## src/design/pid_pkg.sv

```systemverilog
// Shared types, register indexes and the clamp function of the PID step block.
package pid_pkg;

    localparam int SAMPLE_W = 16;
    localparam int GAIN_W   = 24;
    localparam int LIMIT_W  = 32;
    localparam int ACC_W    = 44;
    localparam int CFG_IDX_W = 3;

    localparam logic [CFG_IDX_W-1:0] REG_GAIN_P  = 3'd0;
    localparam logic [CFG_IDX_W-1:0] REG_GAIN_I  = 3'd1;
    localparam logic [CFG_IDX_W-1:0] REG_GAIN_D  = 3'd2;
    localparam logic [CFG_IDX_W-1:0] REG_REVERSE = 3'd3;
    localparam logic [CFG_IDX_W-1:0] REG_LIM_LO  = 3'd4;
    localparam logic [CFG_IDX_W-1:0] REG_LIM_HI  = 3'd5;
    localparam logic [CFG_IDX_W-1:0] REG_AUTO    = 3'd6;

    localparam logic signed [LIMIT_W-1:0] LIM_LO_RESET = 32'shFFFF_0000;
    localparam logic signed [LIMIT_W-1:0] LIM_HI_RESET = 32'sh0001_0000;

    typedef struct packed {
        logic [GAIN_W-1:0]         gain_p;
        logic [GAIN_W-1:0]         gain_i;
        logic [GAIN_W-1:0]         gain_d;
        logic                      reverse;
        logic signed [LIMIT_W-1:0] lim_lo;
        logic signed [LIMIT_W-1:0] lim_hi;
        logic                      auto_mode;
    } t_cfg;

    // Upper limit is tested first, so with crossed limits a value above the upper limit resolves to the upper one.
    function automatic logic signed [LIMIT_W-1:0] clamp_acc(
        input logic signed [ACC_W-1:0]   x,
        input logic signed [LIMIT_W-1:0] lo,
        input logic signed [LIMIT_W-1:0] hi
    );
        logic signed [ACC_W-1:0] hi_w;
        logic signed [ACC_W-1:0] lo_w;
        hi_w = ACC_W'(hi);
        lo_w = ACC_W'(lo);
        if (x > hi_w) begin
            return hi;
        end else if (x < lo_w) begin
            return lo;
        end else begin
            return $signed(x[LIMIT_W-1:0]);
        end
    endfunction

endpackage

```

## src/design/pid_cfg.sv

```systemverilog
// Configuration register file of the PID step block.
module pid_cfg (
    input  logic                           i_clk,
    input  logic                           i_rst_n,
    input  logic                           i_wr_en,
    input  logic [pid_pkg::CFG_IDX_W-1:0]  i_wr_index,
    input  logic [pid_pkg::LIMIT_W-1:0]    i_wr_data,
    output pid_pkg::t_cfg                  o_cfg,
    output logic                           o_auto_enter
);

    pid_pkg::t_cfg r_cfg;

    always_ff @(posedge i_clk) begin
        if (!i_rst_n) begin
            r_cfg.gain_p    <= '0;
            r_cfg.gain_i    <= '0;
            r_cfg.gain_d    <= '0;
            r_cfg.reverse   <= 1'b0;
            r_cfg.lim_lo    <= pid_pkg::LIM_LO_RESET;
            r_cfg.lim_hi    <= pid_pkg::LIM_HI_RESET;
            r_cfg.auto_mode <= 1'b1;
        end else if (i_wr_en) begin
            case (i_wr_index)
                pid_pkg::REG_GAIN_P:  r_cfg.gain_p    <= i_wr_data[pid_pkg::GAIN_W-1:0];
                pid_pkg::REG_GAIN_I:  r_cfg.gain_i    <= i_wr_data[pid_pkg::GAIN_W-1:0];
                pid_pkg::REG_GAIN_D:  r_cfg.gain_d    <= i_wr_data[pid_pkg::GAIN_W-1:0];
                pid_pkg::REG_REVERSE: r_cfg.reverse   <= i_wr_data[0];
                pid_pkg::REG_LIM_LO:  r_cfg.lim_lo    <= $signed(i_wr_data);
                pid_pkg::REG_LIM_HI:  r_cfg.lim_hi    <= $signed(i_wr_data);
                pid_pkg::REG_AUTO:    r_cfg.auto_mode <= i_wr_data[0];
                default: ;
            endcase
        end
    end

    // Manual to automatic switch: core clamps the integral once.
    assign o_auto_enter = i_wr_en && (i_wr_index == pid_pkg::REG_AUTO) &&
                          i_wr_data[0] && !r_cfg.auto_mode;
    assign o_cfg = r_cfg;

endmodule

```

## src/design/pid_core.sv

```systemverilog
// PID arithmetic and controller state: integral, last measurement, held drive.
module pid_core (
    input  logic                                  i_clk,
    input  logic                                  i_rst_n,
    input  logic                                  i_advance,
    input  logic signed [pid_pkg::SAMPLE_W-1:0]   i_target,
    input  logic signed [pid_pkg::SAMPLE_W-1:0]   i_measured,
    input  pid_pkg::t_cfg                         i_cfg,
    input  logic                                  i_auto_enter,
    output logic signed [pid_pkg::LIMIT_W-1:0]    o_drive
);

    logic signed [pid_pkg::SAMPLE_W-1:0] r_prev_meas;
    logic signed [pid_pkg::LIMIT_W-1:0]  r_integral;
    logic signed [pid_pkg::LIMIT_W-1:0]  r_held;

    logic signed [pid_pkg::SAMPLE_W:0]   err;
    logic signed [pid_pkg::SAMPLE_W:0]   delta;
    logic signed [pid_pkg::GAIN_W:0]     gain_p_s;
    logic signed [pid_pkg::GAIN_W:0]     gain_i_s;
    logic signed [pid_pkg::GAIN_W:0]     gain_d_s;
    logic signed [pid_pkg::GAIN_W+pid_pkg::SAMPLE_W+1:0] prod_p;
    logic signed [pid_pkg::GAIN_W+pid_pkg::SAMPLE_W+1:0] prod_i;
    logic signed [pid_pkg::GAIN_W+pid_pkg::SAMPLE_W+1:0] prod_d;
    logic signed [pid_pkg::ACC_W-1:0]    int_acc;
    logic signed [pid_pkg::LIMIT_W-1:0]  int_new;
    logic signed [pid_pkg::ACC_W-1:0]    drv_acc;
    logic signed [pid_pkg::LIMIT_W-1:0]  drv_new;

    always_comb begin
        err   = (pid_pkg::SAMPLE_W+1)'(i_target) - (pid_pkg::SAMPLE_W+1)'(i_measured);
        delta = (pid_pkg::SAMPLE_W+1)'(i_measured) - (pid_pkg::SAMPLE_W+1)'(r_prev_meas);

        // Reverse acting: negate all three gains.
        gain_p_s = i_cfg.reverse ? -$signed({1'b0, i_cfg.gain_p}) : $signed({1'b0, i_cfg.gain_p});
        gain_i_s = i_cfg.reverse ? -$signed({1'b0, i_cfg.gain_i}) : $signed({1'b0, i_cfg.gain_i});
        gain_d_s = i_cfg.reverse ? -$signed({1'b0, i_cfg.gain_d}) : $signed({1'b0, i_cfg.gain_d});

        prod_p = gain_p_s * err;
        prod_i = gain_i_s * err;
        prod_d = gain_d_s * delta;

        int_acc = pid_pkg::ACC_W'(r_integral) + pid_pkg::ACC_W'(prod_i);
        int_new = pid_pkg::clamp_acc(int_acc, i_cfg.lim_lo, i_cfg.lim_hi);

        drv_acc = pid_pkg::ACC_W'(prod_p) + pid_pkg::ACC_W'(int_new)
                - pid_pkg::ACC_W'(prod_d);
        drv_new = pid_pkg::clamp_acc(drv_acc, i_cfg.lim_lo, i_cfg.lim_hi);
    end

    always_ff @(posedge i_clk) begin
        if (!i_rst_n) begin
            r_prev_meas <= '0;
            r_integral  <= '0;
            r_held      <= '0;
        end else if (i_advance) begin
            r_prev_meas <= i_measured;
            if (i_cfg.auto_mode) begin
                r_integral <= int_new;
                r_held     <= drv_new;
            end else begin
                // Manual tracking: preload the integral for a bumpless return.
                r_integral <= r_held;
            end
        end else if (i_auto_enter) begin
            r_integral <= pid_pkg::clamp_acc(pid_pkg::ACC_W'(r_integral),
                                             i_cfg.lim_lo, i_cfg.lim_hi);
        end
    end

    assign o_drive = i_cfg.auto_mode ? drv_new : '0;

endmodule

```

## src/design/pid_controller_step.sv

```systemverilog
// Top level of the PID step block: handshake, sample and result registers.
//
//  channel  | direction | handshake                    | payload
//  ---------+-----------+------------------------------+-------------------------------
//  sample   | in        | i_valid / o_ready            | i_target, i_measured (s16)
//  drive    | out       | o_valid / i_ready            | o_drive (s32, Q16.16)
//  config   | in        | i_cfg_valid / o_cfg_ready    | i_cfg_index (3b), i_cfg_data (32b)
//
// One sample per clock sustained while i_ready is high. The sample register
// feeds one pass of multiply, add and clamp into the result register.
// Synchronous active-low reset clears the valid flags, the controller state
// and the config registers to their defaults, but not the payload registers.
// A stall on the drive side holds the sample register and propagates to
// o_ready; the sample register still refills while a finished drive waits.
// Config transfers are held off while a sample sits in the sample register.
module pid_controller_step (
    input  logic                                 i_clk,
    input  logic                                 i_rst_n,
    input  logic                                 i_valid,
    output logic                                 o_ready,
    input  logic signed [pid_pkg::SAMPLE_W-1:0]  i_target,
    input  logic signed [pid_pkg::SAMPLE_W-1:0]  i_measured,
    output logic                                 o_valid,
    input  logic                                 i_ready,
    output logic signed [pid_pkg::LIMIT_W-1:0]   o_drive,
    input  logic                                 i_cfg_valid,
    output logic                                 o_cfg_ready,
    input  logic [pid_pkg::CFG_IDX_W-1:0]        i_cfg_index,
    input  logic [pid_pkg::LIMIT_W-1:0]          i_cfg_data
);

    logic                                 r_s1_valid;
    logic signed [pid_pkg::SAMPLE_W-1:0]  r_target;
    logic signed [pid_pkg::SAMPLE_W-1:0]  r_measured;
    logic                                 r_out_valid;
    logic signed [pid_pkg::LIMIT_W-1:0]   r_drive;

    logic                                 advance;
    logic                                 in_xfer;
    logic                                 cfg_xfer;
    pid_pkg::t_cfg                        cfg;
    logic                                 auto_enter;
    logic signed [pid_pkg::LIMIT_W-1:0]   n_drive;

    // Advance the sample into the result register when that slot is free
    // or is being drained this cycle.
    assign advance     = r_s1_valid && (!r_out_valid || i_ready);
    assign o_ready     = !r_s1_valid || advance;
    assign in_xfer     = i_valid && o_ready;
    assign o_cfg_ready = !r_s1_valid;
    assign cfg_xfer    = i_cfg_valid && o_cfg_ready;

    pid_cfg u_cfg (
        .i_clk        (i_clk),
        .i_rst_n      (i_rst_n),
        .i_wr_en      (cfg_xfer),
        .i_wr_index   (i_cfg_index),
        .i_wr_data    (i_cfg_data),
        .o_cfg        (cfg),
        .o_auto_enter (auto_enter)
    );

    pid_core u_core (
        .i_clk        (i_clk),
        .i_rst_n      (i_rst_n),
        .i_advance    (advance),
        .i_target     (r_target),
        .i_measured   (r_measured),
        .i_cfg        (cfg),
        .i_auto_enter (auto_enter),
        .o_drive      (n_drive)
    );

    // Sample register valid flag.
    always_ff @(posedge i_clk) begin
        if (!i_rst_n) begin
            r_s1_valid <= 1'b0;
        end else if (in_xfer) begin
            r_s1_valid <= 1'b1;
        end else if (advance) begin
            r_s1_valid <= 1'b0;
        end
    end

    // Sample payload: load on transfer, otherwise hold.
    always_ff @(posedge i_clk) begin
        if (in_xfer) begin
            r_target   <= i_target;
            r_measured <= i_measured;
        end
    end

    // Result register valid flag.
    always_ff @(posedge i_clk) begin
        if (!i_rst_n) begin
            r_out_valid <= 1'b0;
        end else if (advance) begin
            r_out_valid <= 1'b1;
        end else if (i_ready) begin
            r_out_valid <= 1'b0;
        end
    end

    always_ff @(posedge i_clk) begin
        if (advance) begin
            r_drive <= n_drive;
        end
    end

    assign o_valid = r_out_valid;
    assign o_drive = r_drive;

endmodule
```

## config.mk

```make
export PLATFORM = sky130hd
export DESIGN_NAME = pid_controller_step
export DESIGN_NICKNAME = d
export VERILOG_FILES = /design/src/design/pid_pkg.sv /design/src/design/pid_cfg.sv /design/src/design/pid_core.sv /design/src/design/pid_controller_step.sv
export SDC_FILE = /design/constraint.sdc
export NUM_CORES = 2
export LEC_CHECK = 0
export ABC_AREA = 1
export ABC_CLOCK_PERIOD_IN_PS = 34700
export BUFFER_PORTS_ARGS = -buffer_cell sky130_fd_sc_hd__buf_2
export CAP_MARGIN = 10
export CORE_UTILIZATION = 60
export CTS_BUF_LIST = sky130_fd_sc_hd__clkbuf_4 sky130_fd_sc_hd__clkbuf_8
export DETAILED_ROUTE_END_ITERATION = 8
export GPL_ROUTABILITY_DRIVEN = 0
export PLACE_DENSITY = 0.76
export SKIP_LAST_GASP = 1
export SYNTH_ARGS = -nofsm -noshare
export SYNTH_HDL_FRONTEND = slang
export SYNTH_SLANG_ARGS = --single-unit
```

## constraint.sdc

```tcl
create_clock -name i_clk -period 34.7 [get_ports i_clk]
set_input_delay 5.205 -clock i_clk [delete_from_list [all_inputs] [get_ports i_clk]]
set_output_delay 5.205 -clock i_clk [all_outputs]
set_load 0.02 [all_outputs]
```

After elaboration in Yosys (flattened, before gate mapping)
Cells that the tools add are included.
- register bits after elaboration: 284
- output and inout bits: 35
- word-level logic and storage cells: 79
- bits of input ports: 72
- multiply operators: 3
- muxes and demuxes: 16
- order comparisons: 6
- reductions and logical operators: 25
- equality and inequality tests: 6
- add/subtract/negate cells: 8
- operator list (cell ; count):
    $mux W32 ; 9
    $mul A25 B17 Y42 ; 3
    $mux W25 ; 3
    $neg A24 Y25 ; 3
    $gt A44 B32 Y1 ; 1
    $lt A44 B32 Y1 ; 1
    $sub A43 B42 Y44 ; 1
    $add A32 B42 Y43 ; 1
    $add A42 B32 Y43 ; 1
    $gt A43 B32 Y1 ; 1
    $lt A43 B32 Y1 ; 1
    $sub A16 B16 Y17 ; 2
    $gt A32 B32 Y1 ; 1
    $lt A32 B32 Y1 ; 1
    $reduce_and A2 Y1 ; 9
    $eq A3 B3 Y1 const B ; 3
    $eq A3 B2 Y1 const B ; 2
    $logic_and A1 B1 Y1 ; 6
    $reduce_bool A2 Y1 ; 3
    $mux W1 ; 4
    $eq A3 B1 Y1 const B ; 1
    $logic_not A1 Y1 ; 3
    $logic_not A3 Y1 ; 1
    $reduce_bool A3 Y1 ; 1
    $logic_or A1 B1 Y1 ; 2

Logic depth before layout (Yosys ltp)
- word-level depth: 12
- mapped depth: 95
- depth with buffers taken out: 93

Cells and area by module
A second synthesis with hierarchy kept.
- cells, all modules: 8920
- area, all modules: 69783.2 µm²
- by module, submodules not included (module ; times used ; sequential area each (µm²) ; area an instance (µm²) ; cells an instance):
    pid_core ; 1 ; 1601.5 ; 62367.3 ; 8062
    pid_cfg ; 1 ; 2762.6 ; 5391.4 ; 779
    pid_controller_step ; 1 ; 1961.9 ; 2024.4 ; 79

Least setup slack after synthesis
Ideal clock, no wire load.
- path type: reg-to-reg
- from: reg u_cfg.r_cfg (netlist bit u_cfg.o_cfg[90])
- to: reg r_drive (netlist bit o_drive[31]), data pin
- arrival: 16.436 ns
- stages on the path, launching flop included: 88
- clock period less this slack: 16.705 ns
- data required time: 34.431 ns
- setup slack: 17.995 ns
- path buffers: 4
- setup time: 0.269 ns
- path through: dfxtp_1 > inv_2 > clkbuf_1 > ha_1 > inv_1 > nor3_2 > nand2_2 > nor3_4 > nand2_2 > nor3_4 > nand4_2 > nand2_1 > xor2_1 > inv_1 > clkbuf_1 > nand2_1 > fa_1 > inv_1 > (+52 left out) > o21ai_0 > nand2_1 > nand2_1 > nand2_1 > nand2_1 > ha_1 > nand2_1 > nor2_1 > nand4_1 > nor2_1 > nand4_1 > nand3_1 > nand2_1 > nand2_1 > buf_1 > nand2_1 > nand3_1 > a21oi_1
- cells in the longest elaborated chain, start to end: 12
- elaborated cells between the ends (all ways): 14
- those cells by class: 4 x add/sub; 1 x mul; 4 x order compare; 5 x mux
- ends and longest elaborated chain (element ; RTL line ; RTL):
    from (decl) ; pid_cfg.sv:12 ; pid_pkg::t_cfg r_cfg;
    $neg A24 Y25 ; pid_core.sv:36 ; gain_i_s = i_cfg.reverse ? -$signed({1'b0, i_cfg.gain_i}) : $signed({1'b0, i_cfg.gain_i});
    $mux W25 * ; pid_core.sv:36 ;
    $mul A25 B17 Y42 * ; pid_core.sv:40 ; prod_i = gain_i_s * err;
    $add A32 B42 Y43 * ; pid_core.sv:43 ; int_acc = pid_pkg::ACC_W'(r_integral) + pid_pkg::ACC_W'(prod_i);
    $lt A43 B32 Y1 ; pid_pkg.sv:43 ; end else if (x < lo_w) begin
    $mux W32 ; pid_pkg.sv:43 ;
    $mux W32 * ; pid_pkg.sv:41 ; if (x > hi_w) begin
    $add A42 B32 Y43 * ; pid_core.sv:46 ; drv_acc = pid_pkg::ACC_W'(prod_p) + pid_pkg::ACC_W'(int_new)
    $sub A43 B42 Y44 * ; pid_core.sv:47 ; - pid_pkg::ACC_W'(prod_d);
    $lt A44 B32 Y1 ; pid_pkg.sv:43 ;
    $mux W32 ; pid_pkg.sv:43 ;
    $mux W32 * ; pid_pkg.sv:41 ;
    to (signal assigned) ; pid_controller_step.sv:106 ; r_drive <= n_drive;
    to (decl) ; pid_controller_step.sv:36 ; logic signed [pid_pkg::LIMIT_W-1:0] r_drive;
Every way passes the cells marked *; elsewhere a longest branch is shown, timed or not.
A chain may end at the register's enable or synchronous reset.

Final worst setup path
- from: reg r_measured[7] (netlist name)
- to: reg u_core.r_held[20] (netlist name)
- cells in the longest elaborated chain, start to end: 11
- elaborated cells between the ends (all ways): 16
- those cells by class: 5 x add/sub; 3 x mul; 4 x order compare; 4 x mux
- ends and longest elaborated chain (element ; RTL line ; RTL):
    from (decl) ; pid_controller_step.sv:34 ; logic signed [pid_pkg::SAMPLE_W-1:0] r_measured;
    from (signal assigned) ; pid_controller_step.sv:89 ; r_measured <= i_measured;
    $sub A16 B16 Y17 ; pid_core.sv:31 ; err = (pid_pkg::SAMPLE_W+1)'(i_target) - (pid_pkg::SAMPLE_W+1)'(i_measured);
    $mul A25 B17 Y42 ; pid_core.sv:40 ;
    $add A32 B42 Y43 ; pid_core.sv:43 ;
    $lt A43 B32 Y1 ; pid_pkg.sv:43 ;
    $mux W32 ; pid_pkg.sv:43 ;
    $mux W32 ; pid_pkg.sv:41 ;
    $add A42 B32 Y43 ; pid_core.sv:46 ;
    $sub A43 B42 Y44 * ; pid_core.sv:47 ;
    $lt A44 B32 Y1 ; pid_pkg.sv:43 ;
    $mux W32 ; pid_pkg.sv:43 ;
    $mux W32 * ; pid_pkg.sv:41 ;
    to (signal assigned) ; pid_core.sv:60 ; r_held <= drv_new;
    to (decl) ; pid_core.sv:15 ; logic signed [pid_pkg::LIMIT_W-1:0] r_held;
Marks and branches as above.

==> impl_metrics.env <==
export IMPL_cts_root_buf="clkbuf_8"
export IMPL_fmax_mhz=45.9
export IMPL_clockBufferDepth=3
export IMPL_die_height_um=341
export IMPL_pin_count=107
export IMPL_cts_tree="built"
export IMPL_slowest_delay_ns=1.08
export IMPL_path_clk_slew_ns=0.06
export IMPL_status="finished with violations"
export IMPL_setup_worst_path_end_class="register"
export IMPL_drc=11
export IMPL_dr_pass1_iters=9
export IMPL_ys_seq_elements=284
export IMPL_cts_buffers=52
export IMPL_layout_commonest_cell="inv_1"
export IMPL_stdcell_area_sq_mm=0.0724
export IMPL_finalMaxSlewViolations=0
export IMPL_start_kind="register"
export IMPL_nets=10700
export IMPL_r2r_end="u_core.r_held[20]"
export IMPL_ctsResizeCount=0
export IMPL_async_reset_ff_share_pct=0
export IMPL_cp_num_buf_inv=16
export IMPL_r2r_start="r_measured[7]"
export IMPL_totalWireLength_mm=236
export IMPL_drtIter0Drc=7551
export IMPL_hold_path_class="register to register"
export IMPL_period_needed_ns=21.80
export IMPL_grt_pass1_wl_mm=362
export IMPL_synth_ff_type="dfxtp_1"
export IMPL_post_cts_buffers=0
export IMPL_worstPathMaxFanout=32
export IMPL_die_area_sq_mm=0.117
export IMPL_grt_setup_unrepaired="no"
export IMPL_postSynthCellCount=8730
export IMPL_worstSetupStartpoint="r_measured[7]"
export IMPL_synthesis_area_sq_mm=0.0691
export IMPL_ys_warn_count=0
export IMPL_drt_vias_per_instance=5.91
export IMPL_synth_yosys_seq_area_share_pct=9.15
export IMPL_core_area_sq_mm=0.114
export IMPL_fin_crit_sh_pct=62.8
export IMPL_grt_max_degree=100
export IMPL_ant_nets=0
export IMPL_critPathCapture="u_core.r_held[20]"
export IMPL_clk_latency_ns=0.72
export IMPL_crit_type="register to register"
export IMPL_worstMarginPinSlew_ns=1.23
export IMPL_cts_sinks=284
export IMPL_dp_hpwl_mm=193
export IMPL_grt_usage_pct=41.3
export IMPL_worstPathArrival_ns=22.43
export IMPL_cap_violations=0
export IMPL_syn_to_final_growth_pct=4.70
export IMPL_drive_gt1_share_pct=4.42
export IMPL_setup_viol=0
export IMPL_grt_ovfl_total=0
export IMPL_rows=124
export IMPL_reg2regPathDepth=80
export IMPL_synth_area_per_cell_sq_um=7.92
export IMPL_setup_tns_ns=0
export IMPL_critPathRequiredTime_ns=35.33
export IMPL_num_vias=60600
export IMPL_cts_htree_levels=2
export IMPL_final_cell_mix="2111 x inv_1, 1634 x nand2_1, 1415 x fa_1"
export IMPL_numPortBuffers=106
export IMPL_wl_per_cell_um=23.0
export IMPL_start_util_pct=60.5
export IMPL_antenna_found_initial=13
export IMPL_r2r_slack_ns=12.90
export IMPL_crit_family="adder cells"
export IMPL_synth_cell_types=60
export IMPL_synth_edf_count=64
export IMPL_cp_slowest_cell="nand4_1"
export IMPL_slew_headroom_pct=17.5
export IMPL_placed_area_sq_mm=0.0712
export IMPL_fp_dieW_um=341
export IMPL_finalHoldViolations=0
export IMPL_violations="design-rule violations"
export IMPL_hold_buffers=0
export IMPL_skew_ns=0.0636
export IMPL_cp_depth=80
export IMPL_grt_pass1_vias=62400
export IMPL_synth_nets=10800
==> sequential cells by signal, summed over array words and instances (netlist names) <==
signal              cells
o_drive                32
r_s1_valid              1
r_target               16
o_valid                 1
u_core.r_integral      32
u_cfg.o_cfg           138
u_core.r_prev_meas     16
r_measured             16
u_core.r_held          32
==> stage by stage <==
| step | hold WS [ns] | std cells | utilization, % | worst slack [ns] |
|---|---|---|---|---|
| after floorplan | 0.433 | 8730 | - | 17.99 |
| after global placement | 0.446 | 10200 | 62.3 | 14.24 |
| after detailed placement | 0.456 | 10200 | 62.3 | 13.90 |
| after CTS | 0.465 | 10200 | 63.3 | 13.76 |
| after global routing | 0.483 | 10300 | 63.3 | 12.21 |
| final | 0.464 | 10300 | 63.3 | 12.90 |
==> routing by layer <==
metal | GRT usage (%) | up-vias | part of all wire (%)
met5 | 0 | - | 0.077
met4 | 31.6 | 18 | 9.7
met3 | 12.7 | 1179 | 14
met2 | 61.5 | 4193 | 43
met1 | 50.4 | 29300 | 34
li1 | - | 25900 | -
==> layout make-up <==
class / instances / area (sq um)
Tap cell: 1512 / 1890
Antenna cell: 13 / 32.5
Sequential cell: 284 / 6330
Timing Repair Buffer: 206 / 1300
Fill cell: 9829 / 42000
Multi-Input combinational cell: 6008 / 53700
Clock inverter: 18 / 165
Clock buffer: 78 / 961
Inverter: 2142 / 8040
==> worst reg2reg max path, delay by kind of cell, from the launching register on <==
family,cells,cell delay (ns)
AOI/OAI and AO/OA,17,4.11
xor gates and xnor gates,2,0.45
adders and majority gates,19,8.81
buffers and inverters,16,2.59
DFF,1,0.42
and+or+nand+nor,26,5.38
==> worst min-delay path by stage <==
stage               cells past startpoint                endpoint  slack, ns              startpoint
floorplan                               2  u_core.r_prev_meas[10]       0.43  u_core.r_prev_meas[10]
global placement                        2  u_core.r_prev_meas[14]       0.45  u_core.r_prev_meas[14]
detailed placement                      2   u_core.r_prev_meas[2]       0.46   u_core.r_prev_meas[2]
CTS                                     2   u_core.r_prev_meas[2]       0.46   u_core.r_prev_meas[2]
global route                            2   u_core.r_prev_meas[4]       0.48   u_core.r_prev_meas[4]
finish                                  2   u_core.r_prev_meas[6]       0.46   u_core.r_prev_meas[6]
==> synthesized netlist by cell type (25+ instances only) <==
library cell,n,area [sq um]
buf_2,31,155
ha_1,562,7030
nand2_1,1636,6140
a21oi_1,471,2360
edfxtp_1,64,1920
nand3_1,396,1980
xor2_1,86,753
nor3_1,29,145
fa_1,1415,28300
clkbuf_1,235,882
nor2_1,830,3120
o21ai_0,272,1360
dfxtp_1,220,4400
and2_1,32,200
inv_1,2113,7930
nand4_1,51,319
xnor2_1,41,359
or2_2,25,156
==> logic make-up (layout without fill, tap and decap cells) <==
family,Yosys count,count (layout),synth area share [%]
XOR/XNOR,131,131,1.72
adder cells (fa/ha/maj),1977,1977,51.1
other,0,13,0
AND/OR/NAND/NOR,3057,3057,18.1
flip-flops,284,284,9.15
buffers and inverters,2438,2444,13.4
AO/OA/AOI/OAI,843,843,6.46
Power is not shown: default switching activity piles up to over one toggle a cycle in this logic, so the estimate is an artifact.
